===== src/design/jsv_pkg.sv =====
// Shared constants, types and helpers of the JSON syntax validator.
package jsv_pkg;

	localparam int unsigned JSV_MAX_DEPTH = 64;

	localparam logic [7:0] CH_NUL    = 8'h00;
	localparam logic [7:0] CH_TAB    = 8'h09;
	localparam logic [7:0] CH_LF     = 8'h0A;
	localparam logic [7:0] CH_CR     = 8'h0D;
	localparam logic [7:0] CH_SPACE  = 8'h20;
	localparam logic [7:0] CH_QUOTE  = 8'h22;
	localparam logic [7:0] CH_COMMA  = 8'h2C;
	localparam logic [7:0] CH_MINUS  = 8'h2D;
	localparam logic [7:0] CH_DOT    = 8'h2E;
	localparam logic [7:0] CH_SLASH  = 8'h2F;
	localparam logic [7:0] CH_ZERO   = 8'h30;
	localparam logic [7:0] CH_NINE   = 8'h39;
	localparam logic [7:0] CH_COLON  = 8'h3A;
	localparam logic [7:0] CH_LBRACK = 8'h5B;
	localparam logic [7:0] CH_BSLASH = 8'h5C;
	localparam logic [7:0] CH_RBRACK = 8'h5D;
	localparam logic [7:0] CH_B      = 8'h62;
	localparam logic [7:0] CH_F      = 8'h66;
	localparam logic [7:0] CH_L      = 8'h6C;
	localparam logic [7:0] CH_N      = 8'h6E;
	localparam logic [7:0] CH_R      = 8'h72;
	localparam logic [7:0] CH_T      = 8'h74;
	localparam logic [7:0] CH_U      = 8'h75;
	localparam logic [7:0] CH_LBRACE = 8'h7B;
	localparam logic [7:0] CH_RBRACE = 8'h7D;

	localparam logic [3:0] ST_VALID       = 4'd0;
	localparam logic [3:0] ST_END_STRING  = 4'd1;
	localparam logic [3:0] ST_BAD_ESCAPE  = 4'd2;
	localparam logic [3:0] ST_FRACTION    = 4'd3;
	localparam logic [3:0] ST_EXP_QUOTE   = 4'd4;
	localparam logic [3:0] ST_EXP_COLON   = 4'd5;
	localparam logic [3:0] ST_EXP_RBRACE  = 4'd6;
	localparam logic [3:0] ST_EXP_RBRACK  = 4'd7;
	localparam logic [3:0] ST_END_VALUE   = 4'd8;
	localparam logic [3:0] ST_BAD_TOKEN   = 4'd9;
	localparam logic [3:0] ST_GARBAGE     = 4'd10;
	localparam logic [3:0] ST_TOO_DEEP    = 4'd11;

	localparam logic [31:0] CNT_MAX = 32'hFFFF_FFFF;

	typedef enum logic [13:0] {
		MODE_VALUE     = 14'b00_0000_0000_0001,
		MODE_ARR_FIRST = 14'b00_0000_0000_0010,
		MODE_OBJ_FIRST = 14'b00_0000_0000_0100,
		MODE_KEY       = 14'b00_0000_0000_1000,
		MODE_COLON     = 14'b00_0000_0001_0000,
		MODE_AFTER     = 14'b00_0000_0010_0000,
		MODE_NUMBER    = 14'b00_0000_0100_0000,
		MODE_NULL      = 14'b00_0000_1000_0000,
		MODE_STR_VAL   = 14'b00_0001_0000_0000,
		MODE_STR_KEY   = 14'b00_0010_0000_0000,
		MODE_ESC_VAL   = 14'b00_0100_0000_0000,
		MODE_ESC_KEY   = 14'b00_1000_0000_0000,
		MODE_USKIP_VAL = 14'b01_0000_0000_0000,
		MODE_USKIP_KEY = 14'b10_0000_0000_0000
	} parse_mode_t;

	function automatic logic is_ws(input logic [7:0] c);
		return (c == CH_SPACE) || (c == CH_TAB) || (c == CH_CR) || (c == CH_LF);
	endfunction

	function automatic logic is_digit(input logic [7:0] c);
		return (c >= CH_ZERO) && (c <= CH_NINE);
	endfunction

	function automatic logic [31:0] sat_inc(input logic [31:0] v);
		return (v == CNT_MAX) ? v : v + 32'd1;
	endfunction

endpackage


===== src/design/jsv_ram.sv =====
// Generic single-port-write, single-port-read RAM with registered read data.
module jsv_ram #(
	parameter int unsigned WIDTH = 1,
	parameter int unsigned DEPTH = 2,
	localparam int unsigned AW = (DEPTH > 1) ? $clog2(DEPTH) : 1
) (
	input  logic             clk,
	input  logic             we,
	input  logic [AW-1:0]    waddr,
	input  logic [WIDTH-1:0] wdata,
	input  logic [AW-1:0]    raddr,
	output logic [WIDTH-1:0] rdata
);

	logic [WIDTH-1:0] mem [DEPTH];

	always_ff @(posedge clk) begin
		if (we) begin
			mem[waddr] <= wdata;
		end
		rdata <= mem[raddr];
	end

endmodule


===== src/design/json_syntax_validator_unit.sv =====
// JSON syntax validator, stack in RAM: one byte per cycle unless the terminator stalls.
// Throughput: one byte per cycle unless stalled, set by the stack-top update and RAM read.
// The result appears in the output register in the cycle after the terminator is accepted.
// The stack entry below the top is prefetched each cycle and forwarded after a push.
// Reset (arst_n low or the terminator byte) restores the counters and mode at once;
// the stack RAM needs no clearing.
module json_syntax_validator_unit #(
	parameter int unsigned MAX_DEPTH = jsv_pkg::JSV_MAX_DEPTH
) (
	input  logic        clk,
	input  logic        arst_n,
	input  logic        data_valid,
	output logic        data_stall,
	input  logic [7:0]  data_byte,
	output logic        result_valid,
	input  logic        result_stall,
	output logic [3:0]  status,
	output logic [31:0] error_line,
	output logic [31:0] error_column
);
	import jsv_pkg::*;

	localparam int unsigned DW = $clog2(MAX_DEPTH + 1);
	localparam int unsigned RAM_DEPTH = (MAX_DEPTH > 1) ? MAX_DEPTH : 2;
	localparam int unsigned AW = $clog2(RAM_DEPTH);

	parse_mode_t   mode_q, mode_n;
	logic [DW-1:0] depth_q, depth_n;
	logic          top_q, top_n;
	logic [1:0]    null_prog_q, null_prog_n;
	logic [31:0]   line_q, line_n;
	logic [31:0]   col_q, col_n;
	logic [31:0]   tok_col_q, tok_col_n;
	logic [3:0]    err_q, err_n;
	logic [31:0]   err_line_q, err_line_n;
	logic [31:0]   err_col_q, err_col_n;
	logic          fwd_q;
	logic          fwd_data_q;

	logic          result_valid_q;
	logic [3:0]    status_q;
	logic [31:0]   error_line_q;
	logic [31:0]   error_column_q;

	logic          ram_we;
	logic [AW-1:0] ram_waddr;
	logic [AW-1:0] ram_raddr;
	logic          ram_rdata;
	logic          below;
	logic          accept;
	logic          term;

	assign term       = (data_byte == CH_NUL);
	assign data_stall = result_valid_q && result_stall && term;
	assign accept     = data_valid && !data_stall;
	assign below      = fwd_q ? fwd_data_q : ram_rdata;

	always_comb begin
		parse_mode_t m;
		logic        counted_nl;
		logic        fail_en;
		logic [3:0]  fail_code;
		logic [31:0] fail_col;
		logic        do_value;
		logic        do_key;
		logic        do_after;
		logic        do_close;
		logic        do_push;
		logic        push_obj;

		m           = mode_q;
		counted_nl  = 1'b0;
		fail_en     = 1'b0;
		fail_code   = ST_VALID;
		fail_col    = col_q;
		do_value    = 1'b0;
		do_key      = 1'b0;
		do_after    = 1'b0;
		do_close    = 1'b0;
		do_push     = 1'b0;
		push_obj    = 1'b0;
		mode_n      = mode_q;
		depth_n     = depth_q;
		top_n       = top_q;
		null_prog_n = null_prog_q;
		tok_col_n   = tok_col_q;
		ram_we      = 1'b0;
		ram_waddr   = AW'(depth_q - DW'(1));

		if (err_q == ST_VALID) begin
			if (m == MODE_NUMBER) begin
				if (data_byte == CH_DOT) begin
					fail_en   = 1'b1;
					fail_code = ST_FRACTION;
				end else if (!is_digit(data_byte)) begin
					m      = MODE_AFTER;
					mode_n = MODE_AFTER;
				end
			end
			if (!fail_en && m != MODE_NUMBER) begin
				counted_nl = (data_byte == CH_LF) && (m == MODE_VALUE || m == MODE_ARR_FIRST ||
					m == MODE_OBJ_FIRST || m == MODE_KEY || m == MODE_COLON || m == MODE_AFTER);
				unique case (m) inside
					MODE_VALUE: begin
						do_value = 1'b1;
					end
					MODE_ARR_FIRST: begin
						if (!is_ws(data_byte)) begin
							if (data_byte == CH_RBRACK) do_close = 1'b1;
							else do_value = 1'b1;
						end
					end
					MODE_OBJ_FIRST: begin
						if (!is_ws(data_byte)) begin
							if (data_byte == CH_RBRACE) do_close = 1'b1;
							else do_key = 1'b1;
						end
					end
					MODE_KEY: begin
						do_key = 1'b1;
					end
					MODE_COLON: begin
						if (!is_ws(data_byte)) begin
							if (data_byte == CH_COLON) begin
								mode_n = MODE_VALUE;
							end else begin
								fail_en   = 1'b1;
								fail_code = ST_EXP_COLON;
							end
						end
					end
					MODE_NULL: begin
						if (data_byte == ((null_prog_q == 2'd0) ? CH_U : CH_L)) begin
							if (null_prog_q >= 2'd2) mode_n = MODE_AFTER;
							else null_prog_n = null_prog_q + 2'd1;
						end else begin
							fail_en   = 1'b1;
							fail_code = ST_BAD_TOKEN;
							fail_col  = tok_col_q;
						end
					end
					MODE_STR_VAL, MODE_STR_KEY: begin
						if (data_byte == CH_QUOTE) begin
							mode_n = (m == MODE_STR_KEY) ? MODE_COLON : MODE_AFTER;
						end else if (data_byte == CH_NUL) begin
							fail_en   = 1'b1;
							fail_code = ST_END_STRING;
						end else if (data_byte == CH_BSLASH) begin
							mode_n = (m == MODE_STR_KEY) ? MODE_ESC_KEY : MODE_ESC_VAL;
						end
					end
					MODE_ESC_VAL, MODE_ESC_KEY: begin
						if (data_byte == CH_QUOTE || data_byte == CH_BSLASH ||
							data_byte == CH_SLASH || data_byte == CH_B || data_byte == CH_F ||
							data_byte == CH_N || data_byte == CH_R || data_byte == CH_T) begin
							mode_n = (m == MODE_ESC_KEY) ? MODE_STR_KEY : MODE_STR_VAL;
						end else if (data_byte == CH_U) begin
							mode_n = (m == MODE_ESC_KEY) ? MODE_USKIP_KEY : MODE_USKIP_VAL;
						end else begin
							fail_en   = 1'b1;
							fail_code = ST_BAD_ESCAPE;
						end
					end
					MODE_USKIP_VAL, MODE_USKIP_KEY: begin
						if (data_byte == CH_NUL) begin
							fail_en   = 1'b1;
							fail_code = ST_END_STRING;
						end else begin
							mode_n = (m == MODE_USKIP_KEY) ? MODE_STR_KEY : MODE_STR_VAL;
						end
					end
					default: begin
						do_after = 1'b1;
					end
				endcase

				if (do_value) begin
					mode_n = MODE_VALUE;
					if (!is_ws(data_byte)) begin
						if (data_byte == CH_LBRACE) begin
							do_push  = 1'b1;
							push_obj = 1'b1;
						end else if (data_byte == CH_LBRACK) begin
							do_push = 1'b1;
						end else if (data_byte == CH_QUOTE) begin
							mode_n = MODE_STR_VAL;
						end else if (data_byte == CH_MINUS || is_digit(data_byte)) begin
							mode_n = MODE_NUMBER;
						end else if (data_byte == CH_N) begin
							mode_n      = MODE_NULL;
							null_prog_n = 2'd0;
							tok_col_n   = col_q;
						end else if (data_byte == CH_NUL) begin
							fail_en   = 1'b1;
							fail_code = ST_END_VALUE;
						end else begin
							fail_en   = 1'b1;
							fail_code = ST_BAD_TOKEN;
						end
					end
				end

				if (do_key) begin
					mode_n = MODE_KEY;
					if (!is_ws(data_byte)) begin
						if (data_byte == CH_QUOTE) begin
							mode_n = MODE_STR_KEY;
						end else begin
							fail_en   = 1'b1;
							fail_code = ST_EXP_QUOTE;
						end
					end
				end

				if (do_after) begin
					mode_n = MODE_AFTER;
					if (!is_ws(data_byte)) begin
						if (depth_q == '0) begin
							if (data_byte != CH_NUL) begin
								fail_en   = 1'b1;
								fail_code = ST_GARBAGE;
							end
						end else if (top_q) begin
							if (data_byte == CH_RBRACE) begin
								do_close = 1'b1;
							end else if (data_byte == CH_COMMA) begin
								mode_n = MODE_KEY;
							end else begin
								fail_en   = 1'b1;
								fail_code = ST_EXP_RBRACE;
							end
						end else begin
							if (data_byte == CH_RBRACK) begin
								do_close = 1'b1;
							end else if (data_byte == CH_COMMA) begin
								mode_n = MODE_VALUE;
							end else begin
								fail_en   = 1'b1;
								fail_code = ST_EXP_RBRACK;
							end
						end
					end
				end

				if (do_push) begin
					if (depth_q >= DW'(MAX_DEPTH)) begin
						fail_en   = 1'b1;
						fail_code = ST_TOO_DEEP;
					end else begin
						ram_we  = accept && (depth_q != '0);
						top_n   = push_obj;
						depth_n = depth_q + DW'(1);
						mode_n  = push_obj ? MODE_OBJ_FIRST : MODE_ARR_FIRST;
					end
				end

				if (do_close) begin
					if (depth_q != '0) depth_n = depth_q - DW'(1);
					top_n  = below;
					mode_n = MODE_AFTER;
				end
			end
		end

		err_n      = err_q;
		err_line_n = err_line_q;
		err_col_n  = err_col_q;
		if (fail_en) begin
			err_n      = fail_code;
			err_line_n = line_q;
			err_col_n  = fail_col;
		end

		if (counted_nl) begin
			col_n  = '0;
			line_n = sat_inc(line_q);
		end else begin
			col_n  = sat_inc(col_q);
			line_n = line_q;
		end

		ram_raddr = AW'(depth_n - DW'(2));
		if (!accept) begin
			ram_raddr = AW'(depth_q - DW'(2));
		end
	end

	jsv_ram #(
		.WIDTH(1),
		.DEPTH(RAM_DEPTH)
	) u_stack_ram (
		.clk  (clk),
		.we   (ram_we),
		.waddr(ram_waddr),
		.wdata(top_q),
		.raddr(ram_raddr),
		.rdata(ram_rdata)
	);

	always_ff @(posedge clk or negedge arst_n) begin
		if (!arst_n) begin
			mode_q      <= MODE_VALUE;
			depth_q     <= '0;
			top_q       <= 1'b0;
			null_prog_q <= '0;
			line_q      <= 32'd1;
			col_q       <= '0;
			tok_col_q   <= '0;
			err_q       <= ST_VALID;
			err_line_q  <= '0;
			err_col_q   <= '0;
			fwd_q       <= 1'b0;
			fwd_data_q  <= 1'b0;
		end else begin
			fwd_q      <= ram_we;
			fwd_data_q <= top_q;
			if (accept) begin
				if (term) begin
					mode_q      <= MODE_VALUE;
					depth_q     <= '0;
					top_q       <= 1'b0;
					null_prog_q <= '0;
					line_q      <= 32'd1;
					col_q       <= '0;
					tok_col_q   <= '0;
					err_q       <= ST_VALID;
					err_line_q  <= '0;
					err_col_q   <= '0;
				end else begin
					mode_q      <= mode_n;
					depth_q     <= depth_n;
					top_q       <= top_n;
					null_prog_q <= null_prog_n;
					line_q      <= line_n;
					col_q       <= col_n;
					tok_col_q   <= tok_col_n;
					err_q       <= err_n;
					err_line_q  <= err_line_n;
					err_col_q   <= err_col_n;
				end
			end
		end
	end

	always_ff @(posedge clk or negedge arst_n) begin
		if (!arst_n) begin
			result_valid_q <= 1'b0;
		end else if (accept && term) begin
			result_valid_q <= 1'b1;
		end else if (!result_stall) begin
			result_valid_q <= 1'b0;
		end
	end

	always_ff @(posedge clk) begin
		if (accept && term) begin
			status_q       <= err_n;
			error_line_q   <= err_line_n;
			error_column_q <= err_col_n;
		end
	end

	assign result_valid = result_valid_q;
	assign status       = status_q;
	assign error_line   = error_line_q;
	assign error_column = error_column_q;

endmodule

===== config.mk =====
export PLATFORM = sky130hd
export DESIGN_NAME = json_syntax_validator_unit
export DESIGN_NICKNAME = d
export VERILOG_FILES = /design/src/design/jsv_pkg.sv /design/src/design/jsv_ram.sv /design/src/design/json_syntax_validator_unit.sv
export SDC_FILE = /design/constraint.sdc
export NUM_CORES = 1
export LEC_CHECK = 0
export BUFFER_PORTS_ARGS = -buffer_cell sky130_fd_sc_hd__buf_2
export CAP_MARGIN = 20
export CORE_UTILIZATION = 35
export CTS_CLUSTER_SIZE = 40
export DETAILED_ROUTE_END_ITERATION = 10
export SLEW_MARGIN = 15
export SYNTH_ARGS = -nofsm -noshare
export SYNTH_HDL_FRONTEND = slang
export SYNTH_SLANG_ARGS = --single-unit

===== constraint.sdc =====
create_clock -name clk -period 5.4 [get_ports clk]
set_input_delay 0 -clock clk [delete_from_list [all_inputs] [get_ports clk]]
set_output_delay 0 -clock clk [all_outputs]
set_load 0.005 [all_outputs]

==> results of run 1 <==
worst paths after layout:
| path | start | endpoint | slack (ns) | depth (start not counted) |
|---|---|---|---|---|
| worst max-delay path | mode_q[13]$_DFFE_PN0P_ | u_stack_ram.rdata$_DFF_P_ | 0.74 | 12 |
| worst min-delay path | arst_n | err_line_q[8]$_DFFE_PN0P_ | 0.03 | 2 |
| worst max register to register | mode_q[13]$_DFFE_PN0P_ | u_stack_ram.rdata$_DFF_P_ | 0.74 | 12 |
| worst min register to register | null_prog_q[0]$_DFFE_PN0P_ | null_prog_q[0]$_DFFE_PN0P_ | 0.50 | 2 |
| max in group asynchronous | arst_n | err_q[2]$_DFFE_PN0P_ | 4.08 | 3 |
| min in group clk | data_byte[2] | mode_q[13]$_DFFE_PN0P_ | 0.06 | 4 |
cell families after synthesis:
group                    Yosys count
buffers and inverters            119
flip-flops                       324
AO/OA/AOI/OAI                    375
adder cells (fa/ha/maj)            8
AND/OR/NAND/NOR                  623
XOR/XNOR                          42
multiplexers                      95
final cells by class:
cell class                 count  area [um^2]  share of cell area
sequential                   324         8770               0.467
clock inverter                23          239              0.0127
tap                          600          751              0.0400
clock buffer                  43          947              0.0505
multi-input combinational   1143         7130               0.380
timing repair buffer         127          827              0.0441
antenna                        1         2.50            0.000133
inverter                      25         96.3             0.00514
stage by stage:
step           power, uW  utilization  cells  area [um^2]  setup slack [ns]
2_1_floorplan       3560            -   1586        16400              1.47
3_3_place_gp        3890        0.381   2209        17400             0.684
3_5_place_dp        3890        0.381   2209        17400             0.591
4_1_cts             6400        0.409   2284        18700             0.565
5_1_grt             6630        0.410   2285        18800             0.499
6_report            6340        0.410   2286        18800             0.739
sequential cells by signal, indices dropped and copies added (netlist names):
signal             cells
null_prog_q            2
fwd_q                  1
status                 4
depth_q                7
err_line_q            32
tok_col_q             32
fwd_data_q             1
result_valid           1
error_line            32
u_stack_ram.mem       64
error_column          32
col_q                 32
err_q                  4
mode_q                14
top_q                  1
err_col_q             32
u_stack_ram.rdata      1
line_q                32
synth_stat cells (5+ instances only):
cell / count / area share
mux2i_1: 58 / 0.035
ha_1: 8 / 0.0061
nor3_1: 27 / 0.0082
nor2_1: 158 / 0.036
edfxtp_1: 132 / 0.24
o211a_1: 6 / 0.0037
nand2_1: 222 / 0.051
clkbuf_1: 61 / 0.014
buf_4: 12 / 0.0055
buf_2: 12 / 0.0037
xor2_1: 21 / 0.011
a31oi_1: 12 / 0.0046
a211oi_1: 6 / 0.0027
a21oi_1: 36 / 0.011
a22o_1: 68 / 0.036
mux2_2: 33 / 0.023
nor4b_1: 7 / 0.0037
inv_1: 23 / 0.0053
a211o_1: 5 / 0.0027
and2_1: 14 / 0.0053
or3_1: 12 / 0.0046
dfrtp_1: 189 / 0.29
o31ai_1: 19 / 0.0087
xnor2_1: 19 / 0.010
and3_1: 19 / 0.0072
nand2b_1: 9 / 0.0034
o21ai_0: 150 / 0.046
nand4_1: 33 / 0.013
nor4_1: 15 / 0.0057
nand3_1: 50 / 0.015
o22ai_1: 8 / 0.0030
o211ai_1: 9 / 0.0041
nor2b_1: 17 / 0.0065
where the power goes:
group,switching (uW),internal (uW)
sequential,101,2660
clock,1050,1420
combinational,707,407
total,1850,4490
metal layers:
layer  vias to the layer above  wire, um
li1                       5956         -
met1                      6163     19900
met2                       356     19400
met3                        79      2090
met4                         0      1310
met5                         -         0
worst max-delay path, cell delays in order (launching register included):
cell and delay [ns]:
dfrtp_1 0.48, or4_1 0.61, o32ai_1 0.50, a22o_2 0.26
o31a_2 0.46, a21oi_2 0.17, xnor2_4 0.52, buf_16 0.24
mux2_2 0.35, o2111a_1 0.22, o41ai_1 0.38, o311ai_1 0.18
o221a_1 0.15
==> metrics.txt, run 1 <==
Worst setup SP type register; pin count of the biggest net entering global routing around 80; DR pass1 iterations 8; M2 GR Usage 0.284; most common cell after layout, fill and taps aside nand2_1; Die Height ~220 um; detailed-route via count 12600; CTS Buffer Depth 3; Worst-Skew Late Latency about 0.55 ns; Final Slew Violations 0; total negative setup slack 0 ns; IO Pins between 80 and 90; worst slew pin tran about 0.99 ns; dominant synthesized flop cell dfrtp_1; Crit path required time between 5 and 6 ns; Fmax 215 MHz; # clock sinks roughly 320; Min-Delay Path Class in2async; vias in the first global route between 10000 and 15000; Synth Area in Adders 0.00610; layout cells sized above 1 0.148; worst rel slew slack 0.331; xor/xnor share of the synthesized area 0.0233; gr ovfl total 0; Placement Rows roughly 80; Tcrit/Tclk final 0.863; Syn Area/Cell around 10 um^2; port buffer count 81; number of distinct library cells after synthesis 99; crit end category register; Final nets about 1700; status completed; CTS tree yes; Synth Warn # 0; Power Density 338 mW/mm^2; cts bufs inserted 36; global-route wire length before repair slightly below 70000 um; Async S/R FF share, synth 0.590; IR Drop Worst-Case VDD 0.000245 V; mux contribution to synthesized area 0.0640; full die area 0.0478 mm^2; worst hold slack 0.0346 ns; Root Buffer clkbuf_16; CTS H-tree lvls 2; initial DRC count 921; routability cong. ~0.95; drt total wl around 43000 um; layout overhead on the synthesized area 14.3%; dominant combinational cell family by area after synthesis simple AND/OR/NAND/NOR gates; Residual DRC 0; static leakage slightly above 0.007 uW; initial antenna violation count 0; met1 Use GR 0.253; post-CTS setup buffer count 0; commonest non-fill, non-tap cells in the layout nand2_1, dfrtp_1, nor2_1; flops & latches, synth roughly 320; unrepaired setup endpoints after global routing no; WP data arrival just over 5 ns; final-report hold violation count 0; worst clock skew 0.0253 ns; core area 0.0458 mm^2; CP Class reg2reg; fin crit period approximately 4.7 ns; Mapped Cells 1586; # fillers 4409; WL/cell ~19 um; vias per inst ~5.5; GR Util All Layers 0.181; busiest layer in global routing met2; sequential share of the synthesized area 0.534; endpoints failing setup 0; Synth Area in Simple Gates 0.182; Post-CTS Resized 0; Synth Area in Compound Gates 0.156; initial core utilization 0.359; cts hold-fix bufs 9; max-cap viol count 0; Crit Path Max Fanout 22; Synth Net Count about 1600; synthesized cell area ~0.016 mm^2; Clock transition at path regs approximately 0.070 ns; post-route ant nets 0; met3 Usage GRT 0.0256; Post-synth EDFFs 132; Die Wd between 200 and 250 um; HPWL after DPL 28400 um
Note: power is estimated with default switching activity, not from simulation.
==> run 2: changes to the inputs <==
Settings changed: CELL_PAD_IN_SITES_DETAIL_PLACEMENT set to 0, CELL_PAD_IN_SITES_GLOBAL_PLACEMENT set to 1, GPL_TIMING_DRIVEN set to 0, PLACE_DENSITY_LB_ADDON set to 0.1.
==> run 2 against run 1 <==
  * Final area grew 1.3%
  * Clock skew up 0.0028 ns
  * Core utilization is 0.53 points higher
  * Clock power increased by 4%
  * Clock-buffer cell count rose by 14
  * Non-clock buffer count is 56 higher
  * Largest cell class unchanged
  * Global-route usage grew 2.0 points
  * Largest power group unchanged
  * Routed wire length increased by 10%
  * Critical path type unchanged
  * Combinational power up 7%
==> metrics.txt, run 2 (synthesis results as in run 1) <==
Worst setup SP type register; full die area between 0.04 and 0.05 mm^2; Worst-Skew Late Latency ~0.56 ns; Crit path top cell by count clkbuf_1; CP Class reg2reg; status completed; fin crit period 5.08 ns; Antenna diodes 0; gr ovfl total 0; Power Density ~340 mW/mm^2; worst rel slew slack 0.423; GR Util All Layers 0.201; Root Buffer clkbuf_16; Crit path required time 5.82 ns; vias per inst 5.46; Die Wd around 220 um; Final nets around 1700; FF-to-FF Start depth_q[0]$_DFFE_PN0P_; endpoints failing setup 0; vias in the first global route 12700; CTS H-tree lvls 2; initial DRC count 1063; crit end category register; pre-CTS setup slack between 0.3 and 0.4 ns; cts bufs inserted 39; Final Cell Area around 0.019 mm^2; Placement Rows ~80; initial antenna violation count 0; Min-Delay Path Class in2async; HPWL after DPL between 30000 and 40000 um; global-route wire length before repair between 70000 and 80000 um; static leakage 0.00725 uW; Layout Utilization 0.415; capture point of the critical path u_stack_ram.rdata$_DFF_P_; Crit Path Max Fanout 11; WP depth 17; Clock transition at path regs approximately 0.06 ns; placed cell area about 0.018 mm^2; Largest register FFs 64; Tot Pwr approximately 6500 uW; CTS tree yes; commonest non-fill, non-tap cells in the layout nand2_1, dfrtp_1, nor2_1; Fmax 197 MHz; DR pass1 iterations 5; initial core utilization 0.359; Die Height between 200 and 250 um; R2R Setup Slk 0.32 ns; core area 0.0458 mm^2; Bufs and invs on worst path 7; worst clock skew 0.0281 ns; detailed-route via count 12800; layout cells sized above 1 0.139; final worst setup slack between 0.3 and 0.4 ns; pin count of the biggest net entering global routing between 60 and 70; Final Slew Violations 0; Slowest-stage cell, CP o31a_2; max-cap viol count 0; WL/cell between 20 and 25 um; dpl cells 2270; worst-path cell chain clkbuf_1 -> inv_1 -> clkbuf_1 -> ha_1 -> and3b_1 -> clkbuf_1 -> o31a_2 -> clkbuf_8 -> a221oi_2 -> buf_4 -> buf_8 -> ha_1 -> xor2_2 -> a2111oi_0 -> o41ai_1 -> o311ai_1 -> o221a_1; crit path from depth_q[0]$_DFFE_PN0P_; post-route ant nets 0; port buffer count 80; IR Drop Worst-Case VDD roughly 0.00022 V; Post-Layout Cell Count roughly 2300; WP data arrival 5.50 ns; drt total wl 47100 um; Residual DRC 0; routability cong. approximately 0.85; final-report hold violation count 0; Top delay family on crit path buffers and inverters; Tcrit/Tclk final 0.941; R2R Path End u_stack_ram.rdata$_DFF_P_; IO Pins 82; unrepaired setup endpoints after global routing no; # fillers ~4400; layout overhead on the synthesized area 15.7%; Top reg by flops u_stack_ram.mem; # clock sinks ~320; CTS Buffer Depth 3; most common cell after layout, fill and taps aside nand2_1; max incr delay on CP ~0.45 ns; worst slew pin tran roughly 0.86 ns; R2R depth 17
## run 2: changes by cell type in the layout (fill, tap and decap cells not counted), sizes merged, moves of 2 or more
cell / delta
buf: -3
bufinv: -2
clkbuf: +77
clkinvlp: -2
dlygate4sd3: -4
inv: -5
## run 2: routing by layer
layer  part of all wire  global-route usage  wire [um]
met5                  0                   0          0
met4              0.018              0.0566        855
met3              0.040              0.0294       1870
met2               0.45               0.311      21100
met1               0.49               0.290      23300
## run 2: area by class of cell
type | count | area, um^2 | area share
Timing Repair Buffer | 89 | 556 | 0.0292
Inverter | 25 | 93.8 | 0.00494
Sequential cell | 324 | 8770 | 0.461
Tap cell | 600 | 751 | 0.0395
Clock buffer | 57 | 1150 | 0.0603
Multi-Input combinational cell | 1143 | 7100 | 0.374
Buffer | 94 | 473 | 0.0249
Clock inverter | 14 | 115 | 0.00606
## run 2: stage by stage
step	hold WS [ns]	TNS, ns
3_5_place_dp	-0.00181	0
2_1_floorplan	-0.296	0
6_report	0.00130	0
4_1_cts	0.0162	0
5_1_grt	0.0357	0
3_3_place_gp	0.342	-24.74
## run 2: worst min path at each step
stage,startpoint,to,slack [ns]
6_report,arst_n,mode_q[12]$_DFFE_PN0P_,0.001
5_1_grt,arst_n,mode_q[12]$_DFFE_PN0P_,0.04
4_1_cts,arst_n,mode_q[12]$_DFFE_PN0P_,0.02
3_5_place_dp,arst_n,mode_q[12]$_DFFE_PN0P_,-0.002
3_3_place_gp,result_stall,result_valid$_DFFE_PN0P_,0.34
2_1_floorplan,arst_n,col_q[0]$_DFFE_PN0P_,-0.30
## run 2: repair_timing
item / in CTS / in global routing
hold buffers: 5 / 0
resized for setup: 0 / 1
buffers inserted: 0 / 0
endpoints found under the setup margin: 0 / 1
hold endpoints to repair: 196 / 0
## run 2: where the power goes
group	leakage, uW	internal, uW	switching (uW)
logic	0.00292	394	799
clock network	0.000616	1520	1050
registers	0.00371	2660	92.1
==> run 3: changes to the inputs <==
Settings changed: CELL_PAD_IN_SITES_DETAIL_PLACEMENT 0 to not set, CELL_PAD_IN_SITES_GLOBAL_PLACEMENT 1 to not set, PLACE_DENSITY_LB_ADDON 0.1 to not set.
==> run 3 against run 2 <==
  * Power is 1.0% higher
  * Combinational power is essentially flat
  * Sequential power about the same
  * Maximum frequency hardly changed
  * Final area up 0.17%
  * Cell count barely moved
  * Largest cell class unchanged
==> metrics.txt, run 3 (synthesis results as in run 1) <==
DR pass1 iterations 5; gr ovfl total 0; static leakage about 0.0073 uW; R2R depth 16; # clock sinks ~320; Root Buffer clkbuf_16; Int Power between 4000 and 5000 uW; IR Drop Worst-Case VDD ~0.00026 V; Crit Path Max Fanout 10; part of the power in registers 0.418; status completed; endpoints failing setup 0; # fillers between 4000 and 5000; Min-Delay Path Class in2reg; Comb pwr share 0.176; Net Sw Frac 0.287; commonest non-fill, non-tap cells in the layout nand2_1, dfrtp_1, nor2_1; Fmax 197 MHz; post-route ant nets 0; vias in the first global route between 10000 and 15000; Power Density approximately 350 mW/mm^2; CTS Buffer Depth 3; IO Pins 82; max-cap viol count 0; Tcrit/Tclk final 0.942; CTS H-tree lvls 2; fin crit period between 5 and 6 ns; GR Util All Layers 0.191; worst clock skew 0.0250 ns; worst slew pin tran between 1 and 1.5 ns; pin count of the biggest net entering global routing a little over 100; unrepaired setup endpoints after global routing no; final-report hold violation count 0; Worst setup SP type register; CTS tree yes; Net Switching 1890 uW; Hold Path Cell Cnt 4; HPWL after DPL approximately 32000 um; Die Wd 219 um; cts bufs inserted 38; initial antenna violation count 1; Placement Rows between 70 and 80; Clock transition at path regs around 0.070 ns; routability cong. roughly 0.94; crit end category register; port buffer count 80; Worst-Skew Late Latency between 0.5 and 0.6 ns; drt total wl approximately 45000 um; vias per inst between 5 and 6; Residual DRC 0; pre-CTS setup slack ~0.3 ns; most common cell after layout, fill and taps aside nand2_1; core area ~0.046 mm^2; WP data arrival between 5 and 6 ns; global-route wire length before repair 71500 um; Largest register FFs 64; CP Class reg2reg; full die area ~0.048 mm^2; layout overhead on the synthesized area 15.9%; initial DRC count roughly 1200; detailed-route via count approximately 13000; layout cells sized above 1 0.142; placed cell area approximately 0.018 mm^2; Die Height 219 um; Final nets approximately 1700; Top reg by flops u_stack_ram.mem; Crit path required time 5.80 ns; worst rel slew slack 0.279; Final Cell Area approximately 0.019 mm^2; Final Slew Violations 0; initial core utilization 0.359; WL/cell ~19 um; Clock Power Share 0.406; final worst setup slack approximately 0.32 ns
## run 3: cell types whose count changed in the layout (fill, tap and decap cells not counted), moves of 2 or more
cell / change
bufinv_16: +4
clkinv_1: -6
clkinvlp_4: +2
clkbuf_16: -2
clkbuf_1: -2
## run 3: area by class of cell
| cell class | count | area, um^2 | share of cell area |
|---|---|---|---|
| sequential | 324 | 8770 | 0.461 |
| multi-input combinational | 1143 | 7090 | 0.373 |
| clock buffer | 53 | 1080 | 0.0567 |
| tap | 600 | 751 | 0.0394 |
| timing repair buffer | 89 | 541 | 0.0284 |
| buffer | 94 | 474 | 0.0249 |
| clock inverter | 16 | 231 | 0.0122 |
| inverter | 25 | 93.8 | 0.00493 |
| antenna | 1 | 2.50 | 0.000131 |
## run 3: final timing paths
kind	startpoint	end	slack, ns
max	mode_q[13]$_DFFE_PN0P_	u_stack_ram.rdata$_DFF_P_	0.32
min	data_byte[7]	mode_q[12]$_DFFE_PN0P_	0.04
max reg2reg	mode_q[13]$_DFFE_PN0P_	u_stack_ram.rdata$_DFF_P_	0.32
min reg2reg	null_prog_q[0]$_DFFE_PN0P_	null_prog_q[0]$_DFFE_PN0P_	0.48
max in group asynchronous	arst_n	col_q[14]$_DFFE_PN0P_	4.29
min in group asynchronous	arst_n	mode_q[11]$_DFFE_PN0P_	0.07
## run 3: routing by layer
metal / part of all wire / vias up / routed length, um / GRT usage
li1: - / 6086 / - / -
met1: 0.47 / 6421 / 21500 / 0.274
met2: 0.46 / 341 / 20800 / 0.300
met3: 0.044 / 64 / 2010 / 0.0235
met4: 0.022 / 0 / 1000 / 0.0576
met5: 0 / - / 0 / 0
## run 3: worst max-delay path, cell delays in order (launching register included)
cell	delay (ns)
dfrtp_1	0.35
buf_2	0.17
nor4_2	0.55
nand4_1	0.39
nor3_4	0.44
nor3_2	0.21
a31oi_1	0.24
nor2b_1	0.09
a221oi_2	0.33
buf_4	0.29
buf_8	0.16
ha_1	0.22
xor2_2	0.39
a2111oi_0	0.13
o41ai_1	0.54
o311ai_1	0.20
o221a_1	0.20
## run 3: through the flow
step | util | TNS, ns | total power [uW] | std cells | hold WS (ns)
floorplan | - | 0 | 3560 | 1586 | -0.296
detailed placement | 0.386 | 0 | 3940 | 2269 | 0.0808
global placement | 0.384 | -22.82 | 3930 | 2266 | 0.370
finish | 0.416 | 0 | 6580 | 2345 | 0.0448
CTS | 0.415 | 0 | 6650 | 2343 | 0.0105
global route | 0.416 | 0 | 6880 | 2344 | 0.0495
## run 3: repair_timing
item | CTS | global route
gates resized for setup | 0 | 3
endpoints found under the setup margin | 0 | 1
hold buffers | 5 | 0
hold endpoints to repair | 98 | 0
setup buffers | 0 | 0
## run 3: power by group through the flow
stage	logic [uW]	registers (uW)	clock network (uW)
6_report	1160	2750	2670
5_1_grt	1270	2760	2840
4_1_cts	1160	2750	2740
3_5_place_dp	1150	2790	0
3_3_place_gp	1140	2790	0
2_1_floorplan	792	2770	0
